## config.mk

```make
export PLATFORM = sky130hd
export DESIGN_NAME = running_mean_variance_minmax_flat
export DESIGN_NICKNAME = d
export VERILOG_FILES = /design/src/rmvm_pkg.sv /design/src/rmvm_in_if.sv /design/src/rmvm_out_if.sv /design/src/rmvm_divider.sv /design/src/rmvm_multiplier.sv /design/src/running_mean_variance_minmax.sv /design/src/flat_wrapper.sv
export SDC_FILE = /design/constraint.sdc
export NUM_CORES = 2
export LEC_CHECK = 0
export ABC_AREA = 1
export BUFFER_PORTS_ARGS = -buffer_cell sky130_fd_sc_hd__clkbuf_2
export CAP_MARGIN = 10
export CORE_UTILIZATION = 45
export DETAILED_ROUTE_END_ITERATION = 10
export SYNTH_ARGS = -nofsm -noshare
export SYNTH_HDL_FRONTEND = slang
export SYNTH_SLANG_ARGS = --single-unit
```

## constraint.sdc

```tcl
create_clock -name clk -period 8.92 [get_ports clk]
set_input_delay 0.892 -clock clk [delete_from_list [all_inputs] [get_ports clk]]
set_output_delay 0.892 -clock clk [all_outputs]
set_load 0.1 [all_outputs]
```

## src/rmvm_pkg.sv

```systemverilog
`timescale 1ns / 1ps
// ---------------------------------------------------------------------------
// rmvm_pkg
// Shared widths, constants and types of the running statistics block.
// ---------------------------------------------------------------------------
package rmvm_pkg;

	localparam int SAMPLE_WIDTH = 32;
	localparam int COUNT_WIDTH  = 32;
	localparam int FIELD_WIDTH  = 32;
	localparam int SUM_WIDTH    = 63;
	localparam int DIV_WIDTH    = SUM_WIDTH;
	localparam int ITER_WIDTH   = $clog2(DIV_WIDTH + 1);
	localparam int MUL_ITER_W   = $clog2(SAMPLE_WIDTH + 1);
	localparam int PROD_WIDTH   = 2 * SAMPLE_WIDTH;

	localparam logic [FIELD_WIDTH-1:0] MAX_INIT = 32'h8000_0001;
	localparam logic [FIELD_WIDTH-1:0] MIN_INIT = 32'h7fff_ffff;

	localparam logic OP_INCLUDE = 1'b0;
	localparam logic OP_CLEAR   = 1'b1;

	typedef struct packed {
		logic                  start;
		logic [ITER_WIDTH-1:0] steps;
	} rmvm_div_req_t;

endpackage

```

## src/rmvm_in_if.sv

```systemverilog
`timescale 1ns / 1ps
// ---------------------------------------------------------------------------
// rmvm_in_if
// Input channel: operation and sample with valid/ready handshake.
// ---------------------------------------------------------------------------
interface rmvm_in_if;
	logic                                 valid;
	logic                                 ready;
	logic                                 operation;
	logic [rmvm_pkg::FIELD_WIDTH-1:0]     sample;

	modport source (output valid, output operation, output sample, input ready);
	modport sink   (input valid, input operation, input sample, output ready);
endinterface

```

## src/rmvm_out_if.sv

```systemverilog
`timescale 1ns / 1ps
// ---------------------------------------------------------------------------
// rmvm_out_if
// Result channel: mean, variance, extremes and count with valid/ready.
// ---------------------------------------------------------------------------
interface rmvm_out_if;
	logic                             valid;
	logic                             ready;
	logic [rmvm_pkg::FIELD_WIDTH-1:0] mean;
	logic [rmvm_pkg::SUM_WIDTH-1:0]   variance;
	logic [rmvm_pkg::FIELD_WIDTH-1:0] maximum;
	logic [rmvm_pkg::FIELD_WIDTH-1:0] minimum;
	logic [rmvm_pkg::FIELD_WIDTH-1:0] sample_count;

	modport source (output valid, output mean, output variance, output maximum,
		output minimum, output sample_count, input ready);
	modport sink   (input valid, input mean, input variance, input maximum,
		input minimum, input sample_count, output ready);
endinterface

```

## src/rmvm_divider.sv

```systemverilog
`timescale 1ns / 1ps
// ---------------------------------------------------------------------------
// rmvm_divider
// Bit-serial restoring divider, one quotient bit per cycle.
// The dividend is taken MSB first for the requested number of steps.
// ---------------------------------------------------------------------------
module rmvm_divider (
	input  logic                                clk,
	input  logic                                arst_n,
	input  rmvm_pkg::rmvm_div_req_t             req,
	input  logic [rmvm_pkg::DIV_WIDTH-1:0]      dividend,
	input  logic [rmvm_pkg::COUNT_WIDTH-1:0]    divisor,
	output logic [rmvm_pkg::DIV_WIDTH-1:0]      quotient,
	output logic                                done
);

	logic [rmvm_pkg::DIV_WIDTH-1:0]   num_q;
	logic [rmvm_pkg::DIV_WIDTH-1:0]   quo_q;
	logic [rmvm_pkg::COUNT_WIDTH-1:0] rem_q;
	logic [rmvm_pkg::COUNT_WIDTH-1:0] den_q;
	logic [rmvm_pkg::ITER_WIDTH-1:0]  left_q;
	logic                             busy_q;
	logic                             done_q;

	logic [rmvm_pkg::COUNT_WIDTH:0]   trial;
	logic [rmvm_pkg::COUNT_WIDTH:0]   diff;
	logic                             fits;

	assign trial = {rem_q, num_q[rmvm_pkg::DIV_WIDTH-1]};
	assign diff  = trial - {1'b0, den_q};
	assign fits  = trial >= {1'b0, den_q};

	always_ff @(posedge clk or negedge arst_n) begin
		if (!arst_n) begin
			busy_q <= 1'b0;
			done_q <= 1'b0;
			left_q <= '0;
		end else begin
			done_q <= 1'b0;
			if (req.start) begin
				busy_q <= 1'b1;
				left_q <= req.steps;
			end else if (busy_q) begin
				left_q <= left_q - 1'b1;
				if (left_q == rmvm_pkg::ITER_WIDTH'(1)) begin
					busy_q <= 1'b0;
					done_q <= 1'b1;
				end
			end
		end
	end

	always_ff @(posedge clk) begin
		if (req.start) begin
			num_q <= dividend;
			den_q <= divisor;
			rem_q <= '0;
			quo_q <= '0;
		end else if (busy_q) begin
			// remainder stays below the divisor, so the low bits hold it
			rem_q <= fits ? diff[rmvm_pkg::COUNT_WIDTH-1:0]
				: trial[rmvm_pkg::COUNT_WIDTH-1:0];
			quo_q <= {quo_q[rmvm_pkg::DIV_WIDTH-2:0], fits};
			num_q <= {num_q[rmvm_pkg::DIV_WIDTH-2:0], 1'b0};
		end
	end

	assign quotient = quo_q;
	assign done     = done_q;

endmodule

```

## src/rmvm_multiplier.sv

```systemverilog
`timescale 1ns / 1ps
// ---------------------------------------------------------------------------
// rmvm_multiplier
// Bit-serial shift-add multiplier for two unsigned magnitudes,
// one multiplier bit per cycle.
// ---------------------------------------------------------------------------
module rmvm_multiplier (
	input  logic                                 clk,
	input  logic                                 arst_n,
	input  logic                                 start,
	input  logic [rmvm_pkg::SAMPLE_WIDTH-1:0]    multiplicand,
	input  logic [rmvm_pkg::SAMPLE_WIDTH-1:0]    multiplier,
	output logic [rmvm_pkg::PROD_WIDTH-1:0]      product,
	output logic                                 done
);

	logic [rmvm_pkg::SAMPLE_WIDTH-1:0] a_q;
	logic [rmvm_pkg::PROD_WIDTH-1:0]   p_q;
	logic [rmvm_pkg::MUL_ITER_W-1:0]   left_q;
	logic                              busy_q;
	logic                              done_q;

	logic [rmvm_pkg::SAMPLE_WIDTH:0]   partial;

	assign partial = {1'b0, p_q[rmvm_pkg::PROD_WIDTH-1:rmvm_pkg::SAMPLE_WIDTH]}
		+ (p_q[0] ? {1'b0, a_q} : '0);

	always_ff @(posedge clk or negedge arst_n) begin
		if (!arst_n) begin
			busy_q <= 1'b0;
			done_q <= 1'b0;
			left_q <= '0;
		end else begin
			done_q <= 1'b0;
			if (start) begin
				busy_q <= 1'b1;
				left_q <= rmvm_pkg::MUL_ITER_W'(rmvm_pkg::SAMPLE_WIDTH);
			end else if (busy_q) begin
				left_q <= left_q - 1'b1;
				if (left_q == rmvm_pkg::MUL_ITER_W'(1)) begin
					busy_q <= 1'b0;
					done_q <= 1'b1;
				end
			end
		end
	end

	always_ff @(posedge clk) begin
		if (start) begin
			a_q <= multiplicand;
			p_q <= {{rmvm_pkg::SAMPLE_WIDTH{1'b0}}, multiplier};
		end else if (busy_q) begin
			// add on the low multiplier bit, then shift the pair right
			p_q <= {partial, p_q[rmvm_pkg::SAMPLE_WIDTH-1:1]};
		end
	end

	assign product = p_q;
	assign done    = done_q;

endmodule

```

## src/running_mean_variance_minmax.sv

```systemverilog
`timescale 1ns / 1ps
// ---------------------------------------------------------------------------
// running_mean_variance_minmax
// Integer Welford running mean, population variance, maximum, minimum and
// count over signed samples, built on a shared bit-serial divider and a
// bit-serial multiplier.
// ---------------------------------------------------------------------------
//  channel   dir   handshake     payload
//  request   in    valid/ready   operation, sample
//  result    out   valid/ready   mean, variance, maximum, minimum, sample_count
//
//  The divider produces one quotient bit per cycle and runs twice for an
//  include (mean step, then variance) and once for a clear; the multiplier
//  takes one bit per cycle between the two divider runs of an include.
//  One item is in work at a time; ready is high only in the idle state.
//  The result register frees the block to take the next item while a result
//  waits; a stalled result holds the next one in its final state.
//  Reset is asynchronous, active low, and takes effect at once.
// ---------------------------------------------------------------------------
module running_mean_variance_minmax (
	input  logic       clk,
	input  logic       arst_n,
	rmvm_in_if.sink    request,
	rmvm_out_if.source result
);

	localparam int SW = rmvm_pkg::SAMPLE_WIDTH;
	localparam int CW = rmvm_pkg::COUNT_WIDTH;
	localparam int FW = rmvm_pkg::FIELD_WIDTH;
	localparam int DW = rmvm_pkg::DIV_WIDTH;

	typedef enum logic [8:0] {
		ST_IDLE     = 9'b000000001,
		ST_MEAN_GO  = 9'b000000010,
		ST_MEAN_RUN = 9'b000000100,
		ST_MUL_GO   = 9'b000001000,
		ST_MUL_RUN  = 9'b000010000,
		ST_VAR_GO   = 9'b000100000,
		ST_VAR_RUN  = 9'b001000000,
		ST_OUT      = 9'b010000000,
		ST_SPARE    = 9'b100000000
	} state_t;

	state_t                         state_q;
	logic [SW-1:0]                  x_q;
	logic [SW-1:0]                  mean_q;
	logic [SW-1:0]                  dmag_q;
	logic                           dneg_q;
	logic [CW-1:0]                  count_q;
	logic [rmvm_pkg::SUM_WIDTH-1:0] sum_q;
	logic [FW-1:0]                  max_q;
	logic [FW-1:0]                  min_q;

	logic                           out_valid_q;
	logic [FW-1:0]                  out_mean_q;
	logic [rmvm_pkg::SUM_WIDTH-1:0] out_var_q;
	logic [FW-1:0]                  out_max_q;
	logic [FW-1:0]                  out_min_q;
	logic [FW-1:0]                  out_count_q;

	logic                           in_xfer;
	logic                           out_free;
	logic [SW-1:0]                  x_new;
	logic [FW-1:0]                  x_ext;
	logic [SW:0]                    dev_old;
	logic [SW:0]                    dev_new;
	logic [SW-1:0]                  emag;
	logic [SW:0]                    step;
	logic [SW:0]                    mean_sum;
	logic [rmvm_pkg::SUM_WIDTH+1:0] sum_total;

	rmvm_pkg::rmvm_div_req_t        div_req;
	logic [DW-1:0]                  div_dividend;
	logic [CW-1:0]                  div_divisor;
	logic [DW-1:0]                  div_quotient;
	logic                           div_done;
	logic                           mul_start;
	logic [rmvm_pkg::PROD_WIDTH-1:0] mul_product;
	logic                           mul_done;

	assign in_xfer  = request.valid && request.ready;
	assign out_free = !out_valid_q || result.ready;
	assign request.ready = (state_q == ST_IDLE);

	assign x_new = request.sample[SW-1:0];
	assign x_ext = FW'($signed(x_new));

	// deviation from the old mean, taken at accept
	assign dev_old = {x_new[SW-1], x_new} - {mean_q[SW-1], mean_q};
	// deviation from the updated mean
	assign dev_new = {x_q[SW-1], x_q} - {mean_q[SW-1], mean_q};
	assign emag    = dev_new[SW] ? SW'(~dev_new + 1'b1) : dev_new[SW-1:0];

	assign step     = dneg_q ? (~{1'b0, div_quotient[SW-1:0]} + 1'b1)
		: {1'b0, div_quotient[SW-1:0]};
	assign mean_sum = {mean_q[SW-1], mean_q} + step;

	assign sum_total = {2'b00, sum_q}
		+ (rmvm_pkg::SUM_WIDTH + 2)'(mul_product);

	always_comb begin
		div_req.start = 1'b0;
		div_req.steps = rmvm_pkg::ITER_WIDTH'(DW);
		div_dividend  = {dmag_q, {(DW - SW){1'b0}}};
		div_divisor   = count_q;
		case (state_q)
			ST_MEAN_GO: begin
				div_req.start = 1'b1;
				div_req.steps = rmvm_pkg::ITER_WIDTH'(SW);
			end
			ST_VAR_GO: begin
				div_req.start = 1'b1;
				div_dividend  = sum_q;
				div_divisor   = (count_q == '0) ? CW'(1) : count_q;
			end
			default: begin
			end
		endcase
	end

	assign mul_start = (state_q == ST_MUL_GO);

	rmvm_divider u_divider (
		.clk      (clk),
		.arst_n   (arst_n),
		.req      (div_req),
		.dividend (div_dividend),
		.divisor  (div_divisor),
		.quotient (div_quotient),
		.done     (div_done)
	);

	rmvm_multiplier u_multiplier (
		.clk          (clk),
		.arst_n       (arst_n),
		.start        (mul_start),
		.multiplicand (emag),
		.multiplier   (dmag_q),
		.product      (mul_product),
		.done         (mul_done)
	);

	always_ff @(posedge clk or negedge arst_n) begin
		if (!arst_n) begin
			state_q     <= ST_IDLE;
			mean_q      <= '0;
			count_q     <= '0;
			sum_q       <= '0;
			max_q       <= rmvm_pkg::MAX_INIT;
			min_q       <= rmvm_pkg::MIN_INIT;
			out_valid_q <= 1'b0;
		end else begin
			if (state_q == ST_OUT && out_free) begin
				out_valid_q <= 1'b1;
			end else if (result.ready) begin
				out_valid_q <= 1'b0;
			end
			case (state_q)
				ST_IDLE: begin
					if (in_xfer) begin
						if (request.operation == rmvm_pkg::OP_CLEAR) begin
							count_q <= '0;
							sum_q   <= '0;
							max_q   <= rmvm_pkg::MAX_INIT;
							min_q   <= rmvm_pkg::MIN_INIT;
							state_q <= ST_VAR_GO;
						end else begin
							if (count_q != '1) begin
								count_q <= count_q + 1'b1;
							end
							if ($signed(x_ext) > $signed(max_q)) begin
								max_q <= x_ext;
							end
							if ($signed(x_ext) < $signed(min_q)) begin
								min_q <= x_ext;
							end
							state_q <= ST_MEAN_GO;
						end
					end
				end
				ST_MEAN_GO: begin
					state_q <= ST_MEAN_RUN;
				end
				ST_MEAN_RUN: begin
					if (div_done) begin
						mean_q  <= mean_sum[SW-1:0];
						state_q <= ST_MUL_GO;
					end
				end
				ST_MUL_GO: begin
					state_q <= ST_MUL_RUN;
				end
				ST_MUL_RUN: begin
					if (mul_done) begin
						// saturate the deviation sum at its top value
						sum_q   <= (sum_total[rmvm_pkg::SUM_WIDTH+1:rmvm_pkg::SUM_WIDTH]
							!= 2'b00) ? '1 : sum_total[rmvm_pkg::SUM_WIDTH-1:0];
						state_q <= ST_VAR_GO;
					end
				end
				ST_VAR_GO: begin
					state_q <= ST_VAR_RUN;
				end
				ST_VAR_RUN: begin
					if (div_done) begin
						state_q <= ST_OUT;
					end
				end
				ST_OUT: begin
					if (out_free) begin
						state_q <= ST_IDLE;
					end
				end
				default: begin
					state_q <= ST_IDLE;
				end
			endcase
		end
	end

	always_ff @(posedge clk) begin
		if (state_q == ST_IDLE && in_xfer) begin
			x_q    <= x_new;
			dneg_q <= dev_old[SW];
			dmag_q <= dev_old[SW] ? SW'(~dev_old + 1'b1) : dev_old[SW-1:0];
		end
		if (state_q == ST_OUT && out_free) begin
			out_mean_q  <= FW'($signed(mean_q));
			out_var_q   <= div_quotient;
			out_max_q   <= max_q;
			out_min_q   <= min_q;
			out_count_q <= FW'(count_q);
		end
	end

	assign result.valid        = out_valid_q;
	assign result.mean         = out_mean_q;
	assign result.variance     = out_var_q;
	assign result.maximum      = out_max_q;
	assign result.minimum      = out_min_q;
	assign result.sample_count = out_count_q;

endmodule

```

## src/flat_wrapper.sv

```systemverilog
// flat-port wrapper written by rule: the top's interface ports become plain ports
module running_mean_variance_minmax_flat 
  (clk, arst_n, request_valid, request_operation, request_sample, request_ready, result_valid, result_mean, result_variance, result_maximum, result_minimum, result_sample_count, result_ready);
  rmvm_in_if request_i ();
  rmvm_out_if result_i ();
  input  logic clk;
  input  logic arst_n;
  input wire logic [$bits(request_i.valid)-1:0] request_valid;
  input wire logic [$bits(request_i.operation)-1:0] request_operation;
  input wire logic [$bits(request_i.sample)-1:0] request_sample;
  output wire logic [$bits(request_i.ready)-1:0] request_ready;
  output wire logic [$bits(result_i.valid)-1:0] result_valid;
  output wire logic [$bits(result_i.mean)-1:0] result_mean;
  output wire logic [$bits(result_i.variance)-1:0] result_variance;
  output wire logic [$bits(result_i.maximum)-1:0] result_maximum;
  output wire logic [$bits(result_i.minimum)-1:0] result_minimum;
  output wire logic [$bits(result_i.sample_count)-1:0] result_sample_count;
  input wire logic [$bits(result_i.ready)-1:0] result_ready;
  assign request_i.valid = request_valid;
  assign request_i.operation = request_operation;
  assign request_i.sample = request_sample;
  assign request_ready = request_i.ready;
  assign result_valid = result_i.valid;
  assign result_mean = result_i.mean;
  assign result_variance = result_i.variance;
  assign result_maximum = result_i.maximum;
  assign result_minimum = result_i.minimum;
  assign result_sample_count = result_i.sample_count;
  assign result_i.ready = result_ready;
  running_mean_variance_minmax u_core (.clk(clk), .arst_n(arst_n), .request(request_i), .result(result_i));
endmodule
```

Word level (Yosys, flattened, before mapping)
Index checks and enable logic that the tools add are counted.
{"block": "classes", "n_addsub": 12, "mul": 0, "div_mod_pow": 0, "order_cmp": 3, "eq_ne": 17, "n_shift": 0, "n_mux": 50, "n_bitwise": 3, "reduce_logical": 21}
{"op": "32-bit 2-to-1 mux", "n": 15}
{"op": "63-bit 2-to-1 mux", "n": 7}
{"op": "32-bit by 1-bit adder with 32-bit output (second input constant)", "n": 4}
{"op": "63-bit one-hot mux with 2 select lines", "n": 1}
{"op": "32-bit inverter", "n": 3}
{"op": "9-bit one-hot mux with 8 select lines", "n": 1}
{"op": "32-bit by 32-bit subtractor with 33-bit output", "n": 2}
{"op": "63-bit by 64-bit adder with 65-bit output", "n": 1}
{"op": "9-bit 2-to-1 mux", "n": 5}
{"op": "32-bit by 32-bit adder with 33-bit output", "n": 1}
{"op": "33-bit by 32-bit greater-or-equal comparator with 1-bit output", "n": 1}
{"op": "32-bit adder", "n": 1}
{"op": "32-bit greater-than comparator", "n": 1}
{"op": "32-bit logical NOT", "n": 1}
{"op": "32-bit less-than comparator", "n": 1}
{"op": "32-bit != test (second input constant)", "n": 1}
{"op": "32-bit subtractor", "n": 1}
{"op": "6-bit 2-to-1 mux", "n": 5}
{"op": "2-bit nonzero test", "n": 8}
{"op": "1-bit 2-to-1 mux", "n": 15}
{"op": "6-bit by 1-bit == test with 1-bit output (second input constant)", "n": 2}
{"op": "6-bit by 1-bit subtractor with 6-bit output (second input constant)", "n": 2}
{"op": "2-bit != test (second input constant)", "n": 5}
{"op": "9-bit by 1-bit == test with 1-bit output (second input constant)", "n": 1}
{"op": "17 further kinds", "n": 21}
{"block": "word_totals", "register_bits": 759, "latchBits": 0, "ramBits": 0, "mem_bits_ro": 0, "input_bits": 37, "output_inout_bits": 193, "elab_cells": 134, "mem_count": 0}

Depth between registers and ports, before layout
{"block": "depth", "word_depth": 5, "depth_mapped": 25, "depth_no_buf": 25}

Modules after synthesis
Synthesis repeated with hierarchy kept, for this count alone.
{"block": "unflattened", "hier_cells": 6982, "hier_area_um2": 50375.8}
{"module": "running_mean_variance_minmax", "instances": 1, "cells_per_inst": 4739, "area_per_inst_um2": 33858.7}
{"module": "rmvm_divider", "instances": 1, "cells_per_inst": 1346, "area_per_inst_um2": 10148.5}
{"module": "rmvm_multiplier", "instances": 1, "cells_per_inst": 897, "area_per_inst_um2": 6368.6}

Worst setup path after synthesis
No wires, ideal clock.
{"block": "synth_path", "path_type": "reg-to-reg", "startpoint": "register u_core.state_q[2]", "endpoint": "register u_core.out_max_q[0] (netlist: u_core.result.maximum[0]) (enable)", "setup_ps": 747, "arrival_time_ps": 8912, "required_ps": 8173, "path_slack_ps": -740, "stages_incl_launch_ff": 8, "synth_period_minus_slack_ps": 9660, "cell_sequence": "dfrtp_1 nor2_1 inv_1 nor2_1 inv_1 nor2_1 inv_1 nor2_1"}
{"block": "synth_between", "elab_chain_cells": 2}
{"item": "start, declared", "line_no": "running_mean_variance_minmax.sv:44", "source": "state_t state_q;"}
{"item": "start signal, assigned", "line_no": "running_mean_variance_minmax.sv:145", "source": "state_q <= ST_IDLE;"}
{"item": "start signal, assigned", "line_no": "running_mean_variance_minmax.sv:166", "source": "state_q <= ST_VAR_GO;"}
{"item": "start signal, assigned", "line_no": "running_mean_variance_minmax.sv:177", "source": "state_q <= ST_MEAN_GO;"}
{"item": "9-bit by 8-bit == test with 1-bit output", "line_no": "running_mean_variance_minmax.sv:227", "source": "if (state_q == ST_OUT && out_free) begin"}
{"item": "1-bit logical AND", "line_no": "running_mean_variance_minmax.sv:227"}
{"item": "end signal, assigned", "line_no": "running_mean_variance_minmax.sv:230", "source": "out_max_q <= max_q;"}
{"item": "end, declared", "line_no": "running_mean_variance_minmax.sv:57", "source": "logic [FW-1:0] out_max_q;"}
No other way between the ends.
A chain may end at the register's enable or synchronous reset.

Final worst setup path
{"block": "layout_path", "startpoint": "register u_core.u_divider.quo_q (netlist bit u_core.u_divider.quotient[0])", "endpoint": "register u_core.mean_q[27]"}
{"block": "layout_between", "elab_chain_cells": 4}
{"item": "start, declared", "line_no": "rmvm_divider.sv:18", "source": "logic [rmvm_pkg::DIV_WIDTH-1:0] quo_q;"}
{"item": "start signal, assigned", "line_no": "rmvm_divider.sv:63", "source": "quo_q <= {quo_q[rmvm_pkg::DIV_WIDTH-2:0], fits};"}
{"item": "32-bit inverter", "line_no": "running_mean_variance_minmax.sv:94", "source": "assign step = dneg_q ? (~{1'b0, div_quotient[SW-1:0]} + 1'b1)"}
{"item": "32-bit by 1-bit adder with 32-bit output", "line_no": "running_mean_variance_minmax.sv:94"}
{"item": "32-bit 2-to-1 mux *", "line_no": "running_mean_variance_minmax.sv:94"}
{"item": "32-bit adder *", "line_no": "running_mean_variance_minmax.sv:96", "source": "assign mean_sum = {mean_q[SW-1], mean_q} + step;"}
{"item": "end signal, assigned", "line_no": "running_mean_variance_minmax.sv:186", "source": "mean_q <= mean_sum[SW-1:0];"}
{"item": "end, declared", "line_no": "running_mean_variance_minmax.sv:46", "source": "logic [SW-1:0] mean_q;"}
Every way passes the cells marked *; elsewhere a longest branch is shown, timed or not.

==> summary.md <==
| Metric | Value |
|---|---|
| Status | completed |
| Number of endpoints failing setup at the final stage | 0 |
| Global-route total usage across every layer | 28.6% |
| Final slew viol count | 0 |
| Cell occurring most often along the worst timing path | nand3_1 |
| Leading area contributor after synthesis | edfxtp_1 |
| Wire length of the first global-routing pass | between 200 and 250 mm |
| FFs w/ async S/R, synth | ~28% |
| Share of the synthesized area in the top cell type | ~25% |
| Post-synthesis average cell area | roughly 7.5 sq um |
| FF-to-FF path depth | 22 |
| Count of distinct cell types in the synthesized netlist | slightly below 60 |
| Top cells by area, synth | edfxtp_1 (25%), nand2_1 (14%), dfrtp_1 (9.3%), inv_1 (7.6%), ha_1 (7.5%) |
| Proportion of layout cells with a drive suffix above 1 | under 10% |
| Fmax achieved | 235 MHz |
| Prevailing post-synth register cell | edfxtp_1 |
| Number of non-filler instances in the completed layout | around 8200 |
| Dpl hpwl | ~130 mm |
| CP Capture Type | flop |
| Required time at the worst-slack endpoint | around 9.5 ns |
| Peak VDD IR | a little over 0.2 mV |
| Smallest setup slack after layout | 4.67 ns |
| # port buffers | about 230 |
| Slew @ Worst Pin | 1.18 ns |
| Final critical path time including I/O delays and setup | 4.25 ns |
| YS warnings | 0 |
| Slew HR | between 20% and 30% |
| Core footprint | about 110000 sq um |
| Source of the critical timing path | u_core.u_divider.quotient[0] |
| Filler instances | between 10000 and 15000 |
| Total of cells resized after clock tree synthesis | 0 |
| Number of register bits inferred by synthesis | ~760 |
| TritonCTS clock tree | done |
| Maxcap violations | 0 |
| Setup slack of the most critical reg-to-reg path | 4.67 ns |
| Via Count | 43400 |
| DRC violation count after routing | 0 |
| Post-detailed-route via-to-cell ratio | ~5.3 |
| Power density cells | between 200 and 300 nW/um^2 |
| Via count of the first global-routing pass | 40900 |
| Max H-tree Level | 3 |
| Leakage component of the power | 26.0 nW |
| Routability-driven placement congestion ratio | roughly 0.96 |
| Count of routing violations after the opening detailed-route iteration | approximately 3600 |
| Inserted Clock Buffers | 85 |
| Type of the worst setup path | reg2reg |
| Cells after synthesis | ~6500 |
| Clk Tree Root Cell | clkbuf_16 |
| Multi-input combinational cell area | about 24000 sq um |
| Post-CTS Setup Bufs | 0 |
| Synth Net Count | between 6000 and 7000 |
| Largest fanout on the critical path | 5 |
| Slowest cell on the critical path | dfxtp_1 |
| Overflow left after global routing | 0 |
| Tightest Hold Check Type | in2async |
| Final ANT Viol Nets | 0 |
| Total of hold buffers inserted after clock tree synthesis | 0 |
| Nets | a little over 7000 |
| Clock latency reported for the late side of the worst-skew pair | 0.68 ns |
| Clock net sink count | about 760 |
| Clock-pin slew on the worst setup and hold paths | around 0.08 ns |
| Antenna violations before repair | 6 |
| Detailed-router iteration count before antenna repair | 6 |
| Post-synth EDFFs | 415 |
| Inserted Diodes | 0 |
| Die Footprint | between 100000 and 150000 sq um |
| Final Cycle Share | 47.7% |
| Register area share after synthesis | between 40% and 50% |
| Starting density of the core | between 40% and 50% |
| Largest stage delay on the critical path | 0.35 ns |
| Storage element area | roughly 20000 sq um |
| DRT Wirelength | roughly 160 mm |
| Area added between synthesis and finish | 10.8% |
| Kind of cell adding the most delay to the critical path | simple AND/OR/NAND/NOR gates |
| RSZ-0062 raised after global routing | false |
| Type of origin of the critical path | flop |
| Critical R2R Capture | u_core.mean_q[27] |
| Sum Neg Setup Slack | 0 ns |
| Buf/Inv on CP | 2 |
| Leading cell type by number of instances after synthesis | nand2_1 |
| Critical R2R Launch | u_core.u_divider.quotient[0] |
| Row cnt | 120 |
| Post-Synthesis Cell Area | between 40000 and 50000 sq um |
| Most frequent cells after synthesis | nand2_1 (1881), inv_1 (999), nor2_1 (604), nand3_1 (429), edfxtp_1 (415) |
| CTS max path bufs | 3 |
| Number of I/O pins | 230 |
| Cell count after placement | between 8000 and 9000 |
| Worst path arrival time | ~4.8 ns |
| Critical Path, Cell by Cell | inv_1 -> ha_1 -> nand3_1 -> nor3_1 -> nand3_1 -> nor2_2 -> nand3_1 -> nor2_1 -> nand3_1 -> nor2_2 -> nor2_1 -> xor2_1 -> ha_1 -> a21oi_1 -> o21ai_0 -> a21oi_1 -> inv_1 -> a21oi_1 -> o21ai_0 -> or2_2 -> nand3_1 -> o21ai_0 |
| Hold Violations, Final | 0 |
| Total power consumption of the routed design | 15.0 mW |
| Final worst clock skew | about 0.037 ns |
| Final-layout worst hold slack | around 0.3 ns |
| Maximum number of pins on one net before global-route repair | about 130 |
| Placement Setup Slack | 4.52 ns |
| WL per Instance | 19.6 um |
| Die height | 332 um |
| Width of the die | around 330 um |
==> worst reg2reg max path: cells and delay by family (launching register included) <==
family | cells | cell delay [ns]
simple gates | 11 | 1.78
compound gates | 6 | 1.00
fa+ha+maj | 2 | 0.55
flops | 1 | 0.35
buf+inv | 2 | 0.28
xor+xnor | 1 | 0.16
==> registers in the layout (all words and copies together) (netlist names), 6 cells and up <==
signal	flops
u_core.u_multiplier.a_q	32
u_core.u_divider.num_q	63
u_core.x_q	32
u_core.state_q	8
u_core.min_q	32
u_core.sum_q	63
u_core.u_divider.quotient	63
u_core.result.sample_count	32
u_core.u_multiplier.left_q	6
u_core.result.maximum	32
u_core.u_multiplier.product	64
u_core.dmag_q	32
u_core.u_divider.den_q	32
u_core.max_q	32
u_core.result.mean	32
u_core.mean_q	32
u_core.result.variance	63
u_core.result.minimum	32
u_core.u_divider.rem_q	32
u_core.count_q	32
u_core.u_divider.left_q	6
==> routing by layer <==
layer  global-route usage (%)  vias to the layer above  part of all wire (%)  routed length (um)
li1                         -                    21600                     -                   -
met1                     40.6                    20400                    47               74900
met2                     46.4                     1159                    46               73100
met3                     3.28                      195                   5.3                8530
met4                     7.33                        4                   2.5                4050
met5                        0                        -                 0.017                  27
==> cell type report <==
type / count / share of cell area, %
Clock inverter: 46 / 0.953
Inverter: 1033 / 7.14
Multi-Input combinational cell: 4574 / 44.1
Clock buffer: 114 / 4.38
Timing Repair Buffer: 260 / 2.61
Tap cell: 1403 / 3.23
Sequential cell: 758 / 37.6
==> cell usage in the layout (no fill, tap or decap), types with 182 or more instances in the layout <==
cell / Yosys / layout
a21oi_1: 286 / 286
nand3_1: 429 / 429
dfrtp_1: 182 / 182
inv_1: 999 / 998
nor2_1: 604 / 601
o21ai_0: 271 / 271
ha_1: 294 / 294
edfxtp_1: 415 / 415
clkbuf_2: 0 / 228
nand2_1: 1881 / 1879
==> worst max-delay path by stage <==
stage | slack, ns | end | depth (start not counted)
2_1_floorplan | 2.52 | u_core.result.maximum[0] | 2
3_3_place_gp | 4.45 | u_core.max_q[14] | 16
3_5_place_dp | 4.52 | u_core.max_q[4] | 16
4_1_cts | 4.71 | u_core.mean_q[27] | 22
5_1_grt | 4.15 | u_core.mean_q[27] | 22
6_report | 4.67 | u_core.mean_q[27] | 22
==> metrics by stage <==
| stage | instance area [sq um] | util [%] |
|---|---|---|
| finish | 54400 | 50.6 |
| global route | 54400 | 50.6 |
| CTS | 54300 | 50.5 |
| detailed placement | 51400 | 47.8 |
| global placement | 51400 | 47.8 |
| floorplan | 49100 | - |
==> report_power, final <==
group / switching, mW / leakage, nW / internal, mW
Sequential: 0.593 / 7.79 / 4.73
Clock: 1.57 / 1.41 / 2.05
Combinational: 4.16 / 16.8 / 1.94
Total: 6.32 / 26.0 / 8.73
==> cell families (layout without fill, tap and decap cells) <==
group	count (synthesis)	in the layout	synth area share (%)
AND/OR/NAND/NOR	3226	3226	27.6
buffers and inverters	1211	1453	9.56
XOR/XNOR	187	187	3.35
adder cells (fa/ha/maj)	300	300	7.74
AO/OA/AOI/OAI	861	861	10.1
flip-flops	758	758	41.7
Note: power is estimated with default switching activity, not from simulation.
